<file path="src/rtl/core/drt_pkg.sv">
package drt_pkg;

  localparam int CHANNELS    = 8;
  localparam int TIME_BITS   = 32;
  localparam int WINDOW_BITS = 16;
  localparam int ADDR_BITS   = 3;
  localparam int DATA_BITS   = 32;

  localparam logic [WINDOW_BITS-1:0] RESET_WINDOW = WINDOW_BITS'(50);

  localparam logic FUNC_BUTTON = 1'b0;
  localparam logic FUNC_SET    = 1'b1;

  typedef enum logic {
    REG_WINDOW   = 1'b0,
    REG_POLARITY = 1'b1
  } reg_index_t;

  typedef struct packed {
    logic [WINDOW_BITS-1:0] debounce_window;
    logic                   drive_high;
  } cfg_t;

endpackage

</file>
<file path="src/rtl/core/drt_regs.sv">
module drt_regs
  import drt_pkg::*;
(
  input  logic                 clk,
  input  logic                 rst,
  input  logic                 psel,
  input  logic                 penable,
  input  logic                 pwrite,
  input  logic [ADDR_BITS-1:0] paddr,
  input  logic [DATA_BITS-1:0] pwdata,
  output logic [DATA_BITS-1:0] prdata,
  output logic                 pready,
  output cfg_t                 cfg
);

  reg_index_t index;
  logic       wr;

  assign pready = 1'b1;
  assign index  = reg_index_t'(paddr[2]);
  assign wr     = psel && penable && pwrite && pready;

  always_ff @(posedge clk) begin
    if (rst) begin
      cfg.debounce_window <= RESET_WINDOW;
      cfg.drive_high      <= 1'b0;
    end else if (wr) begin
      case (index)
        REG_WINDOW:   cfg.debounce_window <= pwdata[WINDOW_BITS-1:0];
        REG_POLARITY: cfg.drive_high      <= pwdata[0];
        default: ;
      endcase
    end
  end

  always_comb begin
    case (index)
      REG_WINDOW:   prdata = DATA_BITS'(cfg.debounce_window);
      REG_POLARITY: prdata = DATA_BITS'(cfg.drive_high);
      default:      prdata = '0;
    endcase
  end

endmodule

</file>
<file path="src/rtl/core/drt_chan.sv">
module drt_chan
  import drt_pkg::*;
(
  input  logic                   clk,
  input  logic                   rst,
  input  logic                   fire,
  input  logic                   ev,
  input  logic                   pressed,
  input  logic [TIME_BITS-1:0]   now,
  input  logic [WINDOW_BITS-1:0] window,
  output logic                   tog
);

  logic [TIME_BITS-1:0] last;
  logic [TIME_BITS-1:0] elapsed;
  logic                 accept;

  assign elapsed = now - last;
  assign accept  = ev && (elapsed >= TIME_BITS'(window));
  assign tog     = accept && pressed;

  // advance the timestamp on every accepted press of a fired button beat, pressed or released
  always_ff @(posedge clk) begin
    if (rst) begin
      last <= '0;
    end else if (fire && accept) begin
      last <= now;
    end
  end

endmodule

</file>
<file path="src/rtl/core/debounced_relay_toggle.sv">
// Debounced relay toggle: eight relay channels, each with its own press
// timestamp. A button beat (func 0) toggles every flagged channel whose last
// accepted press lies at least debounce_window ms back (modulo 2^32) and whose
// button still reads low; an accepted but released press only moves the
// timestamp. A set beat (func 1) loads all relay bits from new_mask. Each beat
// is captured in the input register and its result is registered in the
// result register when the beat advances; one beat is taken every cycle
// while result_stall does not hold the output, with the per-channel subtract
// and compare between the input and result registers. Configuration sits on
// an APB port at byte addresses 0 (window) and 4 (polarity); the user must
// write it only while no beat is in flight, which the block does not enforce.
module debounced_relay_toggle
  import drt_pkg::*;
(
  input  logic                 clk,
  input  logic                 rst,
  input  logic                 psel,
  input  logic                 penable,
  input  logic                 pwrite,
  input  logic [ADDR_BITS-1:0] paddr,
  input  logic [DATA_BITS-1:0] pwdata,
  output logic [DATA_BITS-1:0] prdata,
  output logic                 pready,
  input  logic                 item_valid,
  output logic                 item_stall,
  input  logic                 func,
  input  logic [7:0]           event_mask,
  input  logic [7:0]           button_levels,
  input  logic [31:0]          now_ms,
  input  logic [7:0]           new_mask,
  output logic                 result_valid,
  input  logic                 result_stall,
  output logic [7:0]           relay_state,
  output logic [7:0]           relay_drive,
  output logic [7:0]           led_drive,
  output logic [7:0]           toggled
);

  cfg_t cfg;

  logic                s1_valid;
  logic                s1_func;
  logic [CHANNELS-1:0] s1_event_mask;
  logic [CHANNELS-1:0] s1_button_levels;
  logic [TIME_BITS-1:0] s1_now;
  logic [CHANNELS-1:0] s1_new_mask;

  logic                load;
  logic                advance;
  logic                fire;
  logic [CHANNELS-1:0] tog_vec;
  logic [CHANNELS-1:0] tog_eff;
  logic [CHANNELS-1:0] relay_on;
  logic [CHANNELS-1:0] relay_on_next;

  drt_regs u_regs (
    .clk     (clk),
    .rst     (rst),
    .psel    (psel),
    .penable (penable),
    .pwrite  (pwrite),
    .paddr   (paddr),
    .pwdata  (pwdata),
    .prdata  (prdata),
    .pready  (pready),
    .cfg     (cfg)
  );

  assign advance    = s1_valid && (!result_valid || !result_stall);
  assign item_stall = s1_valid && !advance;
  assign load       = item_valid && !item_stall;
  assign fire       = advance && (s1_func == FUNC_BUTTON);

  always_ff @(posedge clk) begin
    if (rst) begin
      s1_valid <= 1'b0;
    end else if (load) begin
      s1_valid <= 1'b1;
    end else if (advance) begin
      s1_valid <= 1'b0;
    end
  end

  always_ff @(posedge clk) begin
    if (load) begin
      s1_func          <= func;
      s1_event_mask    <= event_mask[CHANNELS-1:0];
      s1_button_levels <= button_levels[CHANNELS-1:0];
      s1_now           <= TIME_BITS'(now_ms);
      s1_new_mask      <= new_mask[CHANNELS-1:0];
    end
  end

  for (genvar g = 0; g < CHANNELS; g++) begin : g_chan
    drt_chan u_chan (
      .clk     (clk),
      .rst     (rst),
      .fire    (fire),
      .ev      (s1_event_mask[g]),
      .pressed (!s1_button_levels[g]),
      .now     (s1_now),
      .window  (cfg.debounce_window),
      .tog     (tog_vec[g])
    );
  end

  assign tog_eff       = (s1_func == FUNC_SET) ? '0 : tog_vec;
  assign relay_on_next = (s1_func == FUNC_SET) ? s1_new_mask : (relay_on ^ tog_eff);

  always_ff @(posedge clk) begin
    if (rst) begin
      relay_on <= '0;
    end else if (advance) begin
      relay_on <= relay_on_next;
    end
  end

  always_ff @(posedge clk) begin
    if (rst) begin
      result_valid <= 1'b0;
    end else if (advance) begin
      result_valid <= 1'b1;
    end else if (!result_stall) begin
      result_valid <= 1'b0;
    end
  end

  always_ff @(posedge clk) begin
    if (advance) begin
      relay_state <= 8'(relay_on_next);
      led_drive   <= 8'(relay_on_next);
      relay_drive <= cfg.drive_high ? 8'(relay_on_next) : 8'(~relay_on_next);
      toggled     <= 8'(tog_eff);
    end
  end

`ifndef ASSERT_OFF
  a_stall_only_when_full: assert property (@(posedge clk) disable iff (rst)
    item_stall |-> s1_valid)
    else $error("stall raised with empty input register");

  a_toggle_within_events: assert property (@(posedge clk) disable iff (rst)
    advance |-> ((tog_eff & ~s1_event_mask) == '0))
    else $error("toggle on a channel without an event");

  a_button_update: assert property (@(posedge clk) disable iff (rst)
    fire |=> relay_on == $past(relay_on ^ tog_vec))
    else $error("relay state not updated by toggles");

  a_set_update: assert property (@(posedge clk) disable iff (rst)
    advance && (s1_func == FUNC_SET) |=> relay_on == $past(s1_new_mask))
    else $error("set beat not loaded into relay state");

  a_result_matches_state: assert property (@(posedge clk) disable iff (rst)
    advance |=> relay_state == 8'(relay_on))
    else $error("result disagrees with relay state");
`endif

endmodule
</file>
<file path="config.mk">
export PLATFORM = sky130hd
export DESIGN_NAME = debounced_relay_toggle
export DESIGN_NICKNAME = d
export VERILOG_FILES = /design/src/rtl/core/drt_pkg.sv /design/src/rtl/core/drt_regs.sv /design/src/rtl/core/drt_chan.sv /design/src/rtl/core/debounced_relay_toggle.sv
export SDC_FILE = /design/constraint.sdc
export NUM_CORES = 1
export LEC_CHECK = 0
export BUFFER_PORTS_ARGS = -buffer_cell sky130_fd_sc_hd__buf_2
export CAP_MARGIN = 30
export CORE_MARGIN = 10
export CORE_UTILIZATION = 60
export DETAILED_ROUTE_END_ITERATION = 12
export PLACE_DENSITY = 0.78
export SYNTH_ARGS = -nofsm -noshare
export SYNTH_HDL_FRONTEND = slang
export SYNTH_SLANG_ARGS = --single-unit
</file>
<file path="constraint.sdc">
create_clock -name clk -period 10.6 [get_ports clk]
set_input_delay 3.18 -clock clk [delete_from_list [all_inputs] [get_ports clk]]
set_output_delay 3.18 -clock clk [all_outputs]
set_load 0.005 [all_outputs]
</file>
* Word level (Yosys, flattened, before mapping) *
Index checks and enable logic that the tools add are counted.

storage, ports and cells
  logic and storage cells = 96
  input bits = 99
  register bits = 364
  output and inout bits = 67

cells by class
  bitwise operators = 4
  muxes and demuxes = 8
  reduce and logical (&&, ||, !) cells = 46
  add/subtract/negate cells = 8
  magnitude comparators = 8
  equality and inequality tests = 1

operators by type and width
  kind                                                                      number
  32-bit by 16-bit >= comparator with 1-bit output                          8
  32-bit subtractor                                                         8
  32-bit case mux with 2 select lines                                       1
  1-bit logical AND                                                         30
  8-bit 2-to-1 mux                                                          3
  1-bit zero test                                                           12
  8-bit inverter                                                            1
  8-bit XOR                                                                 1
  1-bit 2-to-1 mux                                                          4
  2-bit AND reduction                                                       2
  2-bit by 1-bit inequality test with 1-bit output (second input constant)  1
  1-bit inverter                                                            2
  2-bit nonzero test                                                        1
  1-bit logical OR                                                          1

* Logic depth before layout (Yosys ltp) *
  depth after elaboration = 9
  depth in mapped cells = 26
  gate-level depth less buffers = 24

* Cells and area by module *
From an unflattened synthesis, not the netlist that was laid out.

unflattened totals
  cells, all modules = 4,449
  area, all modules = 37,106.8 um^2

modules (own cells, without submodules)
  module                           cells each  area each (um^2)  times used  seq. area each (um^2)
  drt_chan (g_chan[0].u_chan ...)  513         4,159.0           5           640.6
  drt_chan (g_chan[7].u_chan)      559         4,119.0           1           640.6
  drt_chan (g_chan[2].u_chan)      533         3,942.5           1           640.6
  drt_chan (g_chan[1].u_chan)      496         3,921.3           1           640.6
  debounced_relay_toggle           186         3,311.9           1           2,632.5
  drt_regs                         110         1,017.2           1           340.3

* Worst setup path after synthesis *
OpenSTA, ideal clock, no wires.

  kind = in2out
  start point = input port paddr[2]
  end point = output port prdata[10]
  stages on the path = 3
  path slack = 3,611 ps
  required time = 7,420 ps
  arrival = 3,809 ps
  buffers on the path = 2
  path through = clkbuf_1 -> buf_1 -> nor2_1

between the ends
  cells in the longest elaborated chain, start to end = 2

ends and longest elaborated chain
  item                                     RTL line                      RTL
  start, declared                          debounced_relay_toggle.sv:20  input logic [ADDR_BITS-1:0] paddr,
  1-bit inverter                           drt_regs.sv:37                case (index)
  32-bit case mux with 2 select lines (*)  drt_regs.sv:37
  end, declared                            debounced_relay_toggle.sv:22  output logic [DATA_BITS-1:0] prdata,

Every way passes the cells marked *; elsewhere a longest branch is shown, timed or not. The select of a mux whose other input is x is not followed.

* Worst setup path after layout *
  start point = register s1_now[1]
  end point = register g_chan[3].u_chan.last[5]

between the ends
  cells in the longest elaborated chain, start to end = 4

ends and longest elaborated chain
  item                                              RTL line                      RTL
  start, declared                                   debounced_relay_toggle.sv:45  logic [TIME_BITS-1:0] s1_now;
  start signal, assigned                            debounced_relay_toggle.sv:89  s1_now <= TIME_BITS'(now_ms);
  32-bit subtractor                                 drt_chan.sv:18                assign elapsed = now - last;
  32-bit by 16-bit >= comparator with 1-bit output  drt_chan.sv:19                assign accept = ev && (elapsed >= TIME_BITS'(window));
  1-bit logical AND                                 drt_chan.sv:19
  1-bit logical AND                                 drt_chan.sv:26                end else if (fire && accept) begin
  end signal, assigned                              drt_chan.sv:27                last <= now;
  end, declared                                     drt_chan.sv:14                logic [TIME_BITS-1:0] last;

No other way between the ends.
A chain may end at the register's enable or synchronous reset.

==> results.sh <==
export IMPL_outcome="finished clean"
export IMPL_grt_use_total=0.2864
export IMPL_r2r_cells=21
export IMPL_r2r_end="g_chan[3].u_chan.last[5]"
export IMPL_worst_r2r_setup_slack_ns=3.46
export IMPL_wirelength_um=94490
export IMPL_synth_flop_cell="dfxtp_1"
export IMPL_dp_cells=4783
export IMPL_muxShareOfSynthArea=0.07726
export IMPL_clock_root_buffer="clkbuf_16"
export IMPL_cp_end_kind="flip-flop"
export IMPL_relSlewSlack=0.3094
export IMPL_drive_gt1_frac=0.07143
export IMPL_drcViolationCount=0
export IMPL_hold_viol=0
export IMPL_hold_depth=2
export IMPL_synthAdderAreaFrac=0.1491
export IMPL_dp_slack_ns=3.483
export IMPL_cts_tree="built"
export IMPL_die_area_um2=64090
export IMPL_grt_pass1_wl_um=149600
export IMPL_antenna_found_initial=5
export IMPL_drv_cap=0
export IMPL_grt_pass1_vias=28540
export IMPL_postRouteAntennaNets=0
export IMPL_grt_overflow=0
export IMPL_first_iter_violations=2725
export IMPL_clk_path_buf_depth=3
export IMPL_postSynthCellCount=4131
export IMPL_slowest_stage="edfxtp_1"
export IMPL_core_area_um2=53810
export IMPL_rsz0062_at_grt="no"
export IMPL_power_per_cell_area_nw_per_um2=122.8
export IMPL_synth_top_family_by_area="compound AO/OA/AOI/OAI gates"
export IMPL_synthDistinctLibCells=92
export IMPL_cp_cell_sequence="inv_1 -> fa_1 -> nor2b_1 -> o2111ai_1 -> a211oi_1 -> o311ai_0 -> nand2_1 -> xnor2_1 -> ha_1 -> nand4_1 -> nor2_1 -> o311ai_0 -> a31o_2 -> or4b_2 -> o2bb2ai_1 -> nor4_1 -> nand4_1 -> nand3_2 -> buf_4 -> mux2i_1 -> nor2_1"
export IMPL_setup_violations=0
export IMPL_max_freq_mhz=140.0
export IMPL_cts_hold_fix_buffers=0
export IMPL_async_flop_share=0
export IMPL_cp_max_fo=32
export IMPL_avgViaCountPerCell=6.270
export IMPL_worstReg2RegStart="s1_now[1]"
export IMPL_ys_seq_elements=364
export IMPL_initial_core_util=0.6061
export IMPL_min_path_type="reg2reg"
export IMPL_clk_pin_slew_ns=0.06
export IMPL_first_pass_iters=6
export IMPL_start_kind="flip-flop"
export IMPL_clock_sinks=364
export IMPL_max_slew_worst_pin_slew_ns=1.035
export IMPL_max_stage_delay_ns=0.85
export IMPL_die_x_um=253.2
export IMPL_numCtsBuffers=45
export IMPL_required_ns=11.04
export IMPL_nets=4618
export IMPL_syn_avg_cell_area_um2=7.896
export IMPL_insertion_delay_ns=0.61
export IMPL_worstPathArrival_ns=7.59
export IMPL_hold_start="u_regs.cfg[14]"
export IMPL_synth_xor_area_share=0.03997
export IMPL_hpwl_um=66950
export IMPL_p_leak_nw=14.70
export IMPL_syn_area_um2=32620
export IMPL_ioPinCount=166
export IMPL_ctsHtreeMaxLevel=2
export IMPL_grt_max_degree=142
export IMPL_rows=85
export IMPL_area_growth_syn_to_layout_pct=7.994
export IMPL_fill_cells=4739
export IMPL_path_class="reg2reg"
export IMPL_globalplace_congestion=0.9702
export IMPL_vias=30550
export IMPL_stdcell_count=4872
export IMPL_setup_slack_ns=3.456
export IMPL_yosysWarningCount=0
export IMPL_cts_setup_buffers=0
export IMPL_synth_edf_count=81
export IMPL_multiInputGateArea_um2=22260
export IMPL_synth_compound_area_frac=0.2312
export IMPL_holdPathEnd="u_regs.cfg[14]"
export IMPL_finalCriticalPeriod_ns=7.144
export IMPL_peakVddDrop_uv=143.9
export IMPL_slew_viol_final=0
export IMPL_port_buffer_count=130
export IMPL_synth_simple_gate_area_share=0.1817
export IMPL_fin_setup_tns_ns=0
export IMPL_skew_ns=0.02671
export IMPL_post_route_period_util=0.6739
export IMPL_utilization=0.6546
export IMPL_seqCellArea_um2=8098
export IMPL_cts_resized=0
export IMPL_wire_per_inst_um=19.39
export IMPL_die_height_um=253.2
export IMPL_yosysSeqAreaShare=0.2483
## worst max-delay path by stage
stage,slack (ns),startpoint,cells after the start,endpoint
3_5_place_dp,3.48,paddr[2],3,prdata[0]
5_1_grt,3.05,s1_now[1],21,g_chan[5].u_chan.last[17]
4_1_cts,3.48,paddr[2],3,prdata[0]
2_1_floorplan,3.61,paddr[2],3,prdata[10]
3_3_place_gp,3.49,paddr[2],3,prdata[0]
6_report,3.46,s1_now[1],21,g_chan[3].u_chan.last[5]
## cell usage in the layout (no fill, tap or decap), types with 71 or more instances in the layout
master    count
buf_2       129
dfxtp_1     283
o21ai_0     233
ha_1        376
a21oi_1     336
nand2_1     286
nand3_1      99
nor2_1      433
inv_1       340
edfxtp_1     81
mux2i_1     245
nand4_1      71
xnor2_1      93
a21o_1      114
## registers in the layout, indices dropped and copies added, names as in the netlist
| register | count |
|---|---|
| u_regs.cfg | 17 |
| led_drive | 8 |
| relay_on | 8 |
| s1_valid | 1 |
| g_chan.u_chan.last | 256 |
| s1_func | 1 |
| relay_drive | 8 |
| s1_new_mask | 8 |
| result_valid | 1 |
| toggled | 8 |
| s1_event_mask | 8 |
| s1_now | 32 |
| s1_button_levels | 8 |
## worst max-delay path: cells and delay by family, from the launching register on
kind	cells	cell delay [ns]
AO/OA/AOI/OAI	6	1.48
XOR/XNOR	1	0.18
adder cells (fa/ha/maj)	2	0.88
buffers and inverters	2	1.04
flip-flops	1	0.85
multiplexers	1	0.28
AND/OR/NAND/NOR	9	2.22
## logic make-up (layout without fill, tap and decap cells)
group	after synthesis	after routing
AND/OR/NAND/NOR	1246	1246
AO/OA/AOI/OAI	1157	1157
buffers and inverters	579	605
adder cells (fa/ha/maj)	384	384
flip-flops	364	364
multiplexers	251	251
XOR/XNOR	148	148
other	2	21
## through the flow
stage	total power [mW]	hold slack, ns	area (um^2)
after floorplan	2.382	0.4363	32670
after global placement	2.636	0.4413	33500
after detailed placement	2.657	0.4468	33610
after CTS	4.326	0.4548	35200
after global routing	4.533	0.4898	35220
final	4.325	0.4555	35230
## cells in the mapped netlist (81+ instances only)
cell type | instances | share of area
a21o_1 | 114 | 0.026
a21oi_1 | 337 | 0.052
clkbuf_1 | 172 | 0.020
dfxtp_1 | 283 | 0.17
edfxtp_1 | 81 | 0.075
ha_1 | 376 | 0.14
inv_1 | 340 | 0.039
mux2i_1 | 245 | 0.075
nand2_1 | 287 | 0.033
nand3_1 | 101 | 0.015
nor2_1 | 435 | 0.050
o21ai_0 | 233 | 0.036
xnor2_1 | 93 | 0.025
## cell type report
type | count | share of cell area
diodes | 4 | 0.0002842
clock buffers | 56 | 0.03428
clock inverters | 28 | 0.01080
inverters | 340 | 0.03623
multi-input cells | 3203 | 0.6320
flip-flops and latches | 364 | 0.2299
well taps | 696 | 0.02472
repair buffers | 181 | 0.03183
## metal layers
metal  routed length (um)  up-vias  track usage  share of wire
met5                   18        -            0        0.00019
met4                 2890        4      0.09738          0.031
met3                 7740      178      0.05075          0.082
met2                41600     1025       0.4588           0.44
met1                42240    14410       0.3821           0.45
li1                     -    14930            -              -
## power by group
part,internal (mW),switching (mW),total (mW)
logic,0.459,0.709,1.17
registers,1.46,0.0285,1.49
clock network,1.01,0.655,1.66
(Power assumes the default switching activity.)
